`config.mk`:
```
export PLATFORM = sky130hd
export DESIGN_NAME = telnet_command_stripper_top
export DESIGN_NICKNAME = d
export VERILOG_FILES = /design/src/rtl/core/tcs_pkg.sv /design/src/rtl/core/tcs_front.sv /design/src/rtl/core/tcs_queue.sv /design/src/rtl/core/tcs_back.sv /design/src/rtl/core/telnet_command_stripper_top.sv
export SDC_FILE = /design/constraint.sdc
export NUM_CORES = 1
export LEC_CHECK = 0
export ABC_AREA = 1
export BUFFER_PORTS_ARGS = -buffer_cell sky130_fd_sc_hd__buf_4
export CAP_MARGIN = 20
export CORE_ASPECT_RATIO = 2
export CORE_MARGIN = 2
export CORE_UTILIZATION = 60
export DETAILED_ROUTE_END_ITERATION = 16
export PLACE_DENSITY = 0.85
export SLEW_MARGIN = 20
export SYNTH_ARGS = -nofsm -noshare
export SYNTH_HDL_FRONTEND = slang
export SYNTH_SLANG_ARGS = --single-unit
```
`constraint.sdc`:
```
create_clock -name clk -period 3.65 [get_ports clk]
set_input_delay 0.365 -clock clk [delete_from_list [all_inputs] [get_ports clk]]
set_output_delay 0.365 -clock clk [all_outputs]
set_load 0.02 [all_outputs]
```
`src/rtl/core/tcs_pkg.sv`:
```
// shared types and constants for the telnet command stripper
package tcs_pkg;

	localparam logic [7:0] TN_IAC  = 8'd255;
	localparam logic [7:0] TN_DONT = 8'd254;
	localparam logic [7:0] TN_DO   = 8'd253;
	localparam logic [7:0] TN_WONT = 8'd252;
	localparam logic [7:0] TN_WILL = 8'd251;
	localparam logic [7:0] TN_SB   = 8'd250;
	localparam logic [7:0] TN_SE   = 8'd240;

	localparam logic [1:0] K_TEXT = 2'd0;
	localparam logic [1:0] K_PAY  = 2'd1;
	localparam logic [1:0] K_END  = 2'd2;
	localparam logic [1:0] K_CHG  = 2'd3;

	localparam logic [7:0] OPTION_CODE_RESET = 8'd201;
	localparam logic       REG_OPTION_CODE   = 1'b0;

	typedef enum logic [2:0] {
		PH_DATA   = 3'd0,
		PH_IAC    = 3'd1,
		PH_NEG    = 3'd2,
		PH_SBOPT  = 3'd3,
		PH_SBOPTI = 3'd4,
		PH_BODY   = 3'd5,
		PH_BODYI  = 3'd6
	} phase_t;

	// one classified input byte: first result, optional second payload byte
	typedef struct packed {
		logic [1:0] kind;
		logic [7:0] byte0;
		logic [7:0] byte1;
		logic       two;
		logic       option_on;
	} q_entry_t;

endpackage

```
`src/rtl/core/tcs_front.sv`:
```
// front end: telnet parse state machine, classifies each byte and pushes a queue entry for those with a result
module tcs_front import tcs_pkg::*; (
	input  logic       clk,
	input  logic       arst_n,
	input  logic [7:0] option_code,
	input  logic       accept,
	input  logic [7:0] in_byte,
	output logic       push,
	output q_entry_t   entry
);

	phase_t     phase_q, phase_nxt;
	logic       neg_enables_q, neg_enables_nxt;
	logic       sub_is_option_q, sub_is_option_nxt;
	logic       option_enabled_q, option_enabled_nxt;
	logic       want;
	logic       is_verb;

	always_ff @(posedge clk or negedge arst_n) begin
		if (!arst_n) begin
			phase_q          <= PH_DATA;
			neg_enables_q    <= 1'b0;
			sub_is_option_q  <= 1'b0;
			option_enabled_q <= 1'b0;
		end else if (accept) begin
			phase_q          <= phase_nxt;
			neg_enables_q    <= neg_enables_nxt;
			sub_is_option_q  <= sub_is_option_nxt;
			option_enabled_q <= option_enabled_nxt;
		end
	end

	assign is_verb = (in_byte == TN_WILL) || (in_byte == TN_WONT) ||
	                 (in_byte == TN_DO) || (in_byte == TN_DONT);

	always_comb begin
		phase_nxt          = phase_q;
		neg_enables_nxt    = neg_enables_q;
		sub_is_option_nxt  = sub_is_option_q;
		option_enabled_nxt = option_enabled_q;
		want               = 1'b0;
		entry.kind         = K_TEXT;
		entry.byte0        = in_byte;
		entry.byte1        = in_byte;
		entry.two          = 1'b0;
		case (phase_q)
			PH_IAC: begin
				if (in_byte == TN_IAC) begin
					want        = 1'b1;
					entry.kind  = K_TEXT;
					entry.byte0 = TN_IAC;
					phase_nxt   = PH_DATA;
				end else if (is_verb) begin
					neg_enables_nxt = (in_byte == TN_WILL) || (in_byte == TN_DO);
					phase_nxt       = PH_NEG;
				end else if (in_byte == TN_SB) begin
					phase_nxt = PH_SBOPT;
				end else begin
					phase_nxt = PH_DATA;
				end
			end
			PH_NEG: begin
				phase_nxt = PH_DATA;
				if ((in_byte == option_code) && (option_enabled_q != neg_enables_q)) begin
					option_enabled_nxt = neg_enables_q;
					want               = 1'b1;
					entry.kind         = K_CHG;
					entry.byte0        = 8'd0;
				end
			end
			PH_SBOPT: begin
				sub_is_option_nxt = (in_byte == option_code);
				phase_nxt         = (in_byte == TN_IAC) ? PH_SBOPTI : PH_BODY;
			end
			PH_SBOPTI, PH_BODY: begin
				if ((phase_q == PH_SBOPTI) && (in_byte == TN_SE)) begin
					want        = sub_is_option_q;
					entry.kind  = K_END;
					entry.byte0 = 8'd0;
					phase_nxt   = PH_DATA;
				end else if (in_byte == TN_IAC) begin
					phase_nxt = PH_BODYI;
				end else begin
					want       = sub_is_option_q;
					entry.kind = K_PAY;
					phase_nxt  = PH_BODY;
				end
			end
			PH_BODYI: begin
				if (in_byte == TN_SE) begin
					want        = sub_is_option_q;
					entry.kind  = K_END;
					entry.byte0 = 8'd0;
					phase_nxt   = PH_DATA;
				end else begin
					// held iac goes out as payload, then the current byte unless it is an iac, which is held in turn
					want        = sub_is_option_q;
					entry.kind  = K_PAY;
					entry.byte0 = TN_IAC;
					if (in_byte == TN_IAC) begin
						phase_nxt = PH_BODYI;
					end else begin
						entry.two = 1'b1;
						phase_nxt = PH_BODY;
					end
				end
			end
			default: begin
				if (in_byte == TN_IAC) begin
					phase_nxt = PH_IAC;
				end else begin
					want       = 1'b1;
					entry.kind = K_TEXT;
					phase_nxt  = PH_DATA;
				end
			end
		endcase
		entry.option_on = option_enabled_nxt;
		push            = accept && want;
	end

endmodule

```
`src/rtl/core/tcs_queue.sv`:
```
// short fifo of classified entries between front and back
module tcs_queue import tcs_pkg::*; #(
	parameter int DEPTH = 4
) (
	input  logic     clk,
	input  logic     arst_n,
	input  logic     push,
	input  q_entry_t push_entry,
	input  logic     pop,
	output logic     full,
	output logic     not_empty,
	output q_entry_t head
);

	localparam int PW = (DEPTH > 1) ? $clog2(DEPTH) : 1;
	localparam int CW = $clog2(DEPTH + 1);

	q_entry_t        mem_q [DEPTH];
	logic [PW-1:0]   wr_ptr_q;
	logic [PW-1:0]   rd_ptr_q;
	logic [CW-1:0]   count_q;
	logic            do_push;
	logic            do_pop;

	assign full      = (count_q == CW'(DEPTH));
	assign not_empty = (count_q != '0);
	assign head      = mem_q[rd_ptr_q];
	assign do_push   = push && !full;
	assign do_pop    = pop && not_empty;

	always_ff @(posedge clk) begin
		if (do_push) begin
			mem_q[wr_ptr_q] <= push_entry;
		end
	end

	always_ff @(posedge clk or negedge arst_n) begin
		if (!arst_n) begin
			wr_ptr_q <= '0;
			rd_ptr_q <= '0;
			count_q  <= '0;
		end else begin
			if (do_push) begin
				wr_ptr_q <= (wr_ptr_q == PW'(DEPTH - 1)) ? '0 : wr_ptr_q + 1'b1;
			end
			if (do_pop) begin
				rd_ptr_q <= (rd_ptr_q == PW'(DEPTH - 1)) ? '0 : rd_ptr_q + 1'b1;
			end
			if (do_push && !do_pop) begin
				count_q <= count_q + 1'b1;
			end else if (do_pop && !do_push) begin
				count_q <= count_q - 1'b1;
			end
		end
	end

endmodule

```
`src/rtl/core/tcs_back.sv`:
```
// back end: expands queue entries into output beats through an output register
module tcs_back import tcs_pkg::*; (
	input  logic        clk,
	input  logic        arst_n,
	input  logic        q_not_empty,
	input  q_entry_t    q_head,
	output logic        q_pop,
	output logic        m_tvalid,
	input  logic        m_tready,
	output logic [15:0] m_tdata,
	output logic [1:0]  m_tuser,
	output logic        m_tlast
);

	logic       valid_q;
	logic [1:0] kind_q;
	logic [7:0] byte_q;
	logic       option_on_q;
	logic       last_q;
	logic       pend_q;
	logic [7:0] pend_byte_q;
	logic       pend_opt_q;
	logic       out_free;

	assign out_free = !valid_q || m_tready;
	assign q_pop    = out_free && !pend_q && q_not_empty;

	always_ff @(posedge clk or negedge arst_n) begin
		if (!arst_n) begin
			valid_q <= 1'b0;
			pend_q  <= 1'b0;
		end else if (out_free) begin
			if (pend_q) begin
				valid_q <= 1'b1;
				pend_q  <= 1'b0;
			end else begin
				valid_q <= q_not_empty;
				pend_q  <= q_not_empty && q_head.two;
			end
		end
	end

	always_ff @(posedge clk) begin
		if (out_free) begin
			if (pend_q) begin
				kind_q      <= K_PAY;
				byte_q      <= pend_byte_q;
				option_on_q <= pend_opt_q;
				last_q      <= 1'b1;
			end else if (q_not_empty) begin
				kind_q      <= q_head.kind;
				byte_q      <= q_head.byte0;
				option_on_q <= q_head.option_on;
				last_q      <= !q_head.two;
				pend_byte_q <= q_head.byte1;
				pend_opt_q  <= q_head.option_on;
			end
		end
	end

	assign m_tvalid = valid_q;
	assign m_tdata  = {7'd0, option_on_q, byte_q};
	assign m_tuser  = kind_q;
	assign m_tlast  = last_q;

endmodule

```
`src/rtl/core/telnet_command_stripper_top.sv`:
```
// top level of the telnet command stripper: config register, front, queue, back
// takes one byte per cycle while the queue has room; s_tready drops only when it is full
// first result beat of a byte is written into the queue, then loaded into the back end output register
// the back end gives one beat per cycle while m_tready is high, so a byte with two results occupies it for two beats
// asynchronous active-low reset: parser to data phase, option off, queue and output empty
// option_code resets to 201
module telnet_command_stripper_top import tcs_pkg::*; #(
	parameter int QUEUE_DEPTH = 4
) (
	input  logic        clk,
	input  logic        arst_n,
	input  logic        psel,
	input  logic        penable,
	input  logic        pwrite,
	input  logic [2:0]  paddr,
	input  logic [31:0] pwdata,
	output logic [31:0] prdata,
	output logic        pready,
	input  logic        s_tvalid,
	output logic        s_tready,
	input  logic [7:0]  s_tdata,   // in_byte
	output logic        m_tvalid,
	input  logic        m_tready,
	output logic [15:0] m_tdata,   // out_byte [7:0], option_on [8], zero [15:9]
	output logic [1:0]  m_tuser,   // kind
	output logic        m_tlast    // last
);

	logic [7:0] option_code_q;
	logic       q_full;
	logic       q_not_empty;
	logic       q_pop;
	logic       push;
	logic       accept;
	q_entry_t   entry;
	q_entry_t   q_head;

	assign pready = 1'b1;

	always_ff @(posedge clk or negedge arst_n) begin
		if (!arst_n) begin
			option_code_q <= OPTION_CODE_RESET;
		end else if (psel && penable && pwrite && pready && (paddr[2] == REG_OPTION_CODE)) begin
			option_code_q <= pwdata[7:0];
		end
	end

	assign prdata = (paddr[2] == REG_OPTION_CODE) ? {24'd0, option_code_q} : 32'd0;

	assign s_tready = !q_full;
	assign accept   = s_tvalid && s_tready;

	tcs_front u_front (
		.clk         (clk),
		.arst_n      (arst_n),
		.option_code (option_code_q),
		.accept      (accept),
		.in_byte     (s_tdata),
		.push        (push),
		.entry       (entry)
	);

	tcs_queue #(
		.DEPTH (QUEUE_DEPTH)
	) u_queue (
		.clk        (clk),
		.arst_n     (arst_n),
		.push       (push),
		.push_entry (entry),
		.pop        (q_pop),
		.full       (q_full),
		.not_empty  (q_not_empty),
		.head       (q_head)
	);

	tcs_back u_back (
		.clk         (clk),
		.arst_n      (arst_n),
		.q_not_empty (q_not_empty),
		.q_head      (q_head),
		.q_pop       (q_pop),
		.m_tvalid    (m_tvalid),
		.m_tready    (m_tready),
		.m_tdata     (m_tdata),
		.m_tuser     (m_tuser),
		.m_tlast     (m_tlast)
	);

endmodule

```
==> metrics.txt, run 1 <==
status=finished, final reports clean; CTS Root Cell=clkbuf_16; first-pass GRT wire length=19000 um; die width=72.3 um; I/O Buffers=45; post-synthesis cell type count=36; Mapped Cells=524; Worst Hold Class=input port to flop; Arr. time, crit path=2.96 ns; Num CTS Buffers=17; largest net degree at the start of global routing=43; Synth Area in Adders=1.70%; H-tree Lvls=4; relative slew slack=49.0%; overall routed net length=12100 um; RSZ-0062 raised after global routing=false; Final #Nets=634; most frequent cells in the layout=edfxtp_1, nor2_1, nand2_1; Leak Pwr=2.70 nW; power density over cell area=849 nW/um^2; Total GRT Usage=25.1%; setup_tns=0 ns; CTS tree=yes; mean number of vias per cell=5.80; Die H=141 um; top-area cell type share of the netlist area=54.2%; drt wl/cell=17.5 um; worst slew pin tran=0.765 ns; clk sink count=124; share of layout cells above drive strength 1=16.6%; DR iter-0 viols=311; GPL Wtd Cong=0.983; total number of vias=4016; post-layout util=72.4%; HPWL after DPL=7560 um; DRT antenna net count=0; max-slew violations=0; post-synthesis mux area share=0.201%; Critical Path Source Type=flop; worst setup margin=0.979 ns; post-synthesis compound-gate area fraction=9.59%; Syn Area/Cell=10.7 um^2; xor and xnor area share after synthesis=0.939%; number of standard cells in the layout, taps in and fillers out=692; vias in the first global route=3997; Yosys reg bits=124; Clock Skew=0.00619 ns; crit path kind=flop to flop; worst slack at placement=0.983 ns; YS warnings=0; largest family of logic cells by synthesized area=simple AND/OR/NAND/NOR gates; Max VDD drop=0.000515 V; initial core utilization=62.1%; CP max FO=7; Overflow after GRT=0; Max Cap Violations=0; Tmin final=2.67 ns; Core Region=9010 um^2; Synth Area in Simple Gates=14.2%; Max clock buf depth=2; Tcrit/Tclk final=73.2%; Synth area leader=edfxtp_1; clock-pin slew on the worst setup and hold paths=0.06 ns; final setup vio count=0; row cnt=49; maximum clock rate=374 MHz; placed cell count=659; initial antenna violation count=0; # diodes=0; remaining routing DRC violations=0; worst-skew pair later-pin latency=0.41 ns; DRT Pass-1 Iters=5; Seq/Total Area, Yosys=64.5%; Layout area overhead=16.6%; Worst setup EP type=flop; die area=10200 um^2; fill cell count=577; commonest non-fill, non-tap cell in the layout=edfxtp_1; Post-Syn Area=5600 um^2; synth top area cells=edfxtp_1, dfrtp_1, nor2_1; required time of the worst setup path=3.94 ns; IO Count=104; final hold violations=0
-- worst paths after layout --
kind	startpoint	end	slack (ns)	depth (start not counted)
worst min-delay path	s_tdata[5]	u_queue.mem_q[2][7]	0.17	1
worst max register to register	option_code_q[6]	u_queue.count_q[1]	0.98	11
worst max-delay path	option_code_q[6]	u_queue.count_q[1]	0.98	11
worst min register to register	option_code_q[3]	option_code_q[3]	0.49	2
min in group asynchronous	arst_n	u_queue.count_q[0]	0.40	2
max in group asynchronous	arst_n	option_code_q[7]	2.95	2
-- critical path: stages (launching register included) --
cell and delay, ns:
dfstp_2 0.54, xnor2_1 0.11, nand2_1 0.09, nor2_1 0.32
nand4_1 0.26, nand2_2 0.18, nand2_4 0.10, inv_1 0.07
ha_1 0.13, inv_1 0.07, fa_1 0.43, mux2_2 0.27
-- power by group --
group	internal (mW)	total [mW]	switching (mW)
Sequential	2.01	2.16	0.152
Clock	1.14	1.74	0.600
Combinational	0.524	1.64	1.12
-- through the flow --
step,hold WS (ns),power (mW),instance area (um^2)
4_1_cts,0.162,5.53,6530
3_3_place_gp,0.273,3.63,5910
6_report,0.174,5.54,6530
2_1_floorplan,0.0694,3.29,5710
5_1_grt,0.170,5.78,6530
3_5_place_dp,0.277,3.77,5910
-- Yosys cell counts --
| cell type | number |
|---|---|
| edfxtp_1 | 101 |
| nor2_1 | 98 |
| nand2_1 | 65 |
| o21ai_0 | 48 |
| inv_1 | 45 |
| buf_4 | 33 |
| dfrtp_1 | 19 |
| a21oi_1 | 16 |
| nand3_1 | 13 |
| o22ai_1 | 10 |
| clkbuf_1 | 9 |
| a31oi_1 | 8 |
| a22oi_1 | 6 |
| buf_2 | 6 |
| ha_1 | 6 |
| xnor2_1 | 5 |
| dfstp_2 | 4 |
| nand4_1 | 4 |
| nor2_2 | 4 |
| nand2_2 | 3 |
| conb_1 | 2 |
| nor3_2 | 2 |
| o211ai_1 | 2 |
| o21ai_1 | 2 |
| or2_2 | 2 |
| a21oi_2 | 1 |
| a32o_1 | 1 |
| clkinv_1 | 1 |
| fa_1 | 1 |
| inv_2 | 1 |
| mux2_2 | 1 |
| nand2_4 | 1 |
| nor3_1 | 1 |
| o21bai_1 | 1 |
| o31ai_1 | 1 |
| xor2_1 | 1 |
-- state kept, by name (all words and copies together), names as in the netlist, 2 cells and up --
signal / flops
u_back.m_tuser: 2
u_back.byte_q: 8
u_queue.rd_ptr_q: 2
u_queue.wr_ptr_q: 2
u_queue.mem_q: 80
u_back.pend_byte_q: 8
u_front.phase_q: 3
option_code_q: 8
u_queue.count_q: 3
-- timing repair --
| action | in CTS | in global routing |
|---|---|---|
| gates resized for setup | 0 | 0 |
| endpoints found under the hold margin | 19 | 0 |
| hold buffers | 1 | 0 |
| buffers inserted | 0 | 0 |
-- area by class of cell --
type	instances	area [um^2]	share of cell area [%]
clock inverter	12	170	2.61
tap	102	128	1.96
inverter	47	176	2.70
multi-input combinational	335	1610	24.7
sequential	124	3610	55.4
timing repair buffer	52	393	6.02
clock buffer	20	437	6.69
-- logic make-up after synthesis --
family,Yosys count
AO/OA/AOI/OAI,96
adder cells (fa/ha/maj),7
XOR/XNOR,6
AND/OR/NAND/NOR,193
other,2
multiplexers,1
flip-flops,124
buffers and inverters,95
-- routing by layer --
metal / GRT usage, % / routed length, um
met2: 44.2 / 6710
met5: 0 / 0
met3: 5.72 / 684
met4: 15.6 / 439
met1: 26.0 / 4310
No activity file was read; power rests on OpenSTA's default activity.
==> run 2: changes to the inputs <==
- CORE_UTILIZATION: 60 -> 50
- PLACE_DENSITY: 0.85 -> 0.76
- clock period: 3.65 -> 2.45 ns (I/O delays scaled with it)
==> run 2 against run 1 <==
Critical path depth grew 1. Largest power group unchanged. Critical endpoint unchanged. Register-to-register slack lost 0.90 ns. Clock power grew 38%. Final cell count grew 7.7%. Largest cell class unchanged. Sequential power grew 50%. Worst hold slack lost 0.11 ns. Critical path type unchanged.
==> metrics.txt, run 2 (synthesized netlist as in run 1, its figures left out) <==
status=finished, final reports clean; most frequent cells in the layout=edfxtp_1, nor2_1, nand2_1; Worst Hold Class=input port to flop; dpl cell area=6100 um^2; CTS tree=yes; max reg flops=80; fill cell count=850; Tcrit/Tclk final=96.9%; Total GRT Usage=20.6%; worst slew pin tran=0.592 ns; clock group share of total power=29.4%; die width=78.8 um; Die H=154 um; vias in the first global route=3922; r2r endpoint=u_queue.count_q[1]; power density over cell area=1220 nW/um^2; Core Region=10900 um^2; share of layout cells above drive strength 1=19.7%; Critical Path Source Type=flop; maximum clock rate=421 MHz; Final #Nets=649; overall routed net length=11700 um; total power=8.17 mW; placed cell count=709; total number of vias=3946; final setup vio count=0; max-slew violations=0; reg-to-reg startpoint=option_code_q[0]; number of standard cells in the layout, taps in and fillers out=745; Register Area=3610 um^2; initial antenna violation count=0; die area=12100 um^2; reg2reg path depth=12; worst-skew pair later-pin latency=0.41 ns; required time of the worst setup path=2.74 ns; crit path kind=flop to flop; Pint=5.39 mW; RSZ-0062 raised after global routing=true; Comb power frac=30.9%; relative slew slack=60.3%; hold path startpoint=s_tdata[5]; Max clock buf depth=2; Worst Hold End=u_queue.mem_q[3][7]; Num CTS Buffers=17; sw frac=34.0%; clk sink count=124; hold_ws=0.0652 ns; DRT antenna net count=0; largest net degree at the start of global routing=36; setup slack, reg-to-reg=0.08 ns; Overflow after GRT=0; Psw=2.78 mW; Sequential Power Share=39.6%; Arr. time, crit path=2.66 ns; Clock Skew=0.00582 ns; Leak Pwr=2.77 nW; DR iter-0 viols=329; Layout area overhead=19.9%; HPWL after DPL=7870 um; remaining routing DRC violations=0; H-tree Lvls=4; Reg with most FFs=u_queue.mem_q; CTS Root Cell=clkbuf_16; # diodes=0; Finished Cell Area=6710 um^2; Max Cap Violations=0; first-pass GRT wire length=18600 um; DRT Pass-1 Iters=5; CP max FO=3; drt wl/cell=15.8 um; row cnt=54; initial core utilization=51.2%; Tmin final=2.37 ns; Hold Path Depth=1; final hold violations=0; IO Count=104; footprint of the multi-input gates=1620 um^2; GPL Wtd Cong=0.921; commonest non-fill, non-tap cell in the layout=edfxtp_1; mean number of vias per cell=5.30; I/O Buffers=45; clock-pin slew on the worst setup and hold paths=0.05 ns; Worst setup EP type=flop; Max VDD drop=0.000678 V
run 2: power groups by stage:
stage               sequential [mW]  clock [mW]  combinational [mW]
finish                         3.24        2.40                2.52
global route                   3.29        2.54                2.79
detailed placement             3.27           0                2.47
global placement               3.23           0                2.36
floorplan                      3.33           0                1.57
CTS                            3.23        2.43                2.50
run 2: cell type report:
class	count	area share, %
sequential	124	53.8
multi-input combinational	335	24.1
inverter	47	2.63
timing repair buffer	67	8.28
clock buffer	19	6.45
tap	140	2.61
clock inverter	13	2.13
run 2: critical path: stages (launching register included):
cell     delay (ns)
dfstp_2        0.52
nand2_1        0.05
nand2_1        0.07
nand2_1        0.06
nor2_2         0.17
nand4_1        0.19
nand2_2        0.17
nand2_4        0.06
inv_1          0.06
ha_1           0.13
inv_1          0.07
fa_1           0.43
mux2_2         0.28
run 2: timing repair:
item                                   4_1_cts  5_1_grt
gates resized for setup                      0        4
endpoints found under the hold margin       19        0
setup buffers                                0        3
hold buffers                                 1        0
setup endpoints to repair                    0        2
run 2: how the worst max path moves through the flow:
stage,start,to,slack (ns),cells past startpoint
after floorplan,u_queue.count_q[0],u_queue.mem_q[0][0],-0.05,8
after global placement,option_code_q[6],u_queue.count_q[1],0.09,11
after global routing,option_code_q[3],u_queue.count_q[2],-0.03,14
after CTS,option_code_q[6],u_queue.count_q[1],0.02,11
after detailed placement,option_code_q[6],u_queue.count_q[1],0.03,11
final,option_code_q[0],u_queue.count_q[1],0.08,12
run 2: layer usage:
metal | wire [um] | GRT usage [%] | vias up
li1 | - | - | 1862
met1 | 4060 | 19.9 | 1885
met2 | 6770 | 38.4 | 163
met3 | 453 | 4.23 | 36
met4 | 456 | 12.9 | 0
met5 | 0 | 0 | -
run 2: stage by stage:
stage | setup slack (ns) | util (%) | setup TNS (ns)
after floorplan | -0.0513 | - | -4.11
after global placement | 0.0902 | 55.7 | 0
final | 0.0772 | 61.3 | 0
after CTS | 0.0190 | 61.1 | 0
after global routing | -0.0300 | 61.3 | -0.0561
after detailed placement | 0.0286 | 55.7 | 0
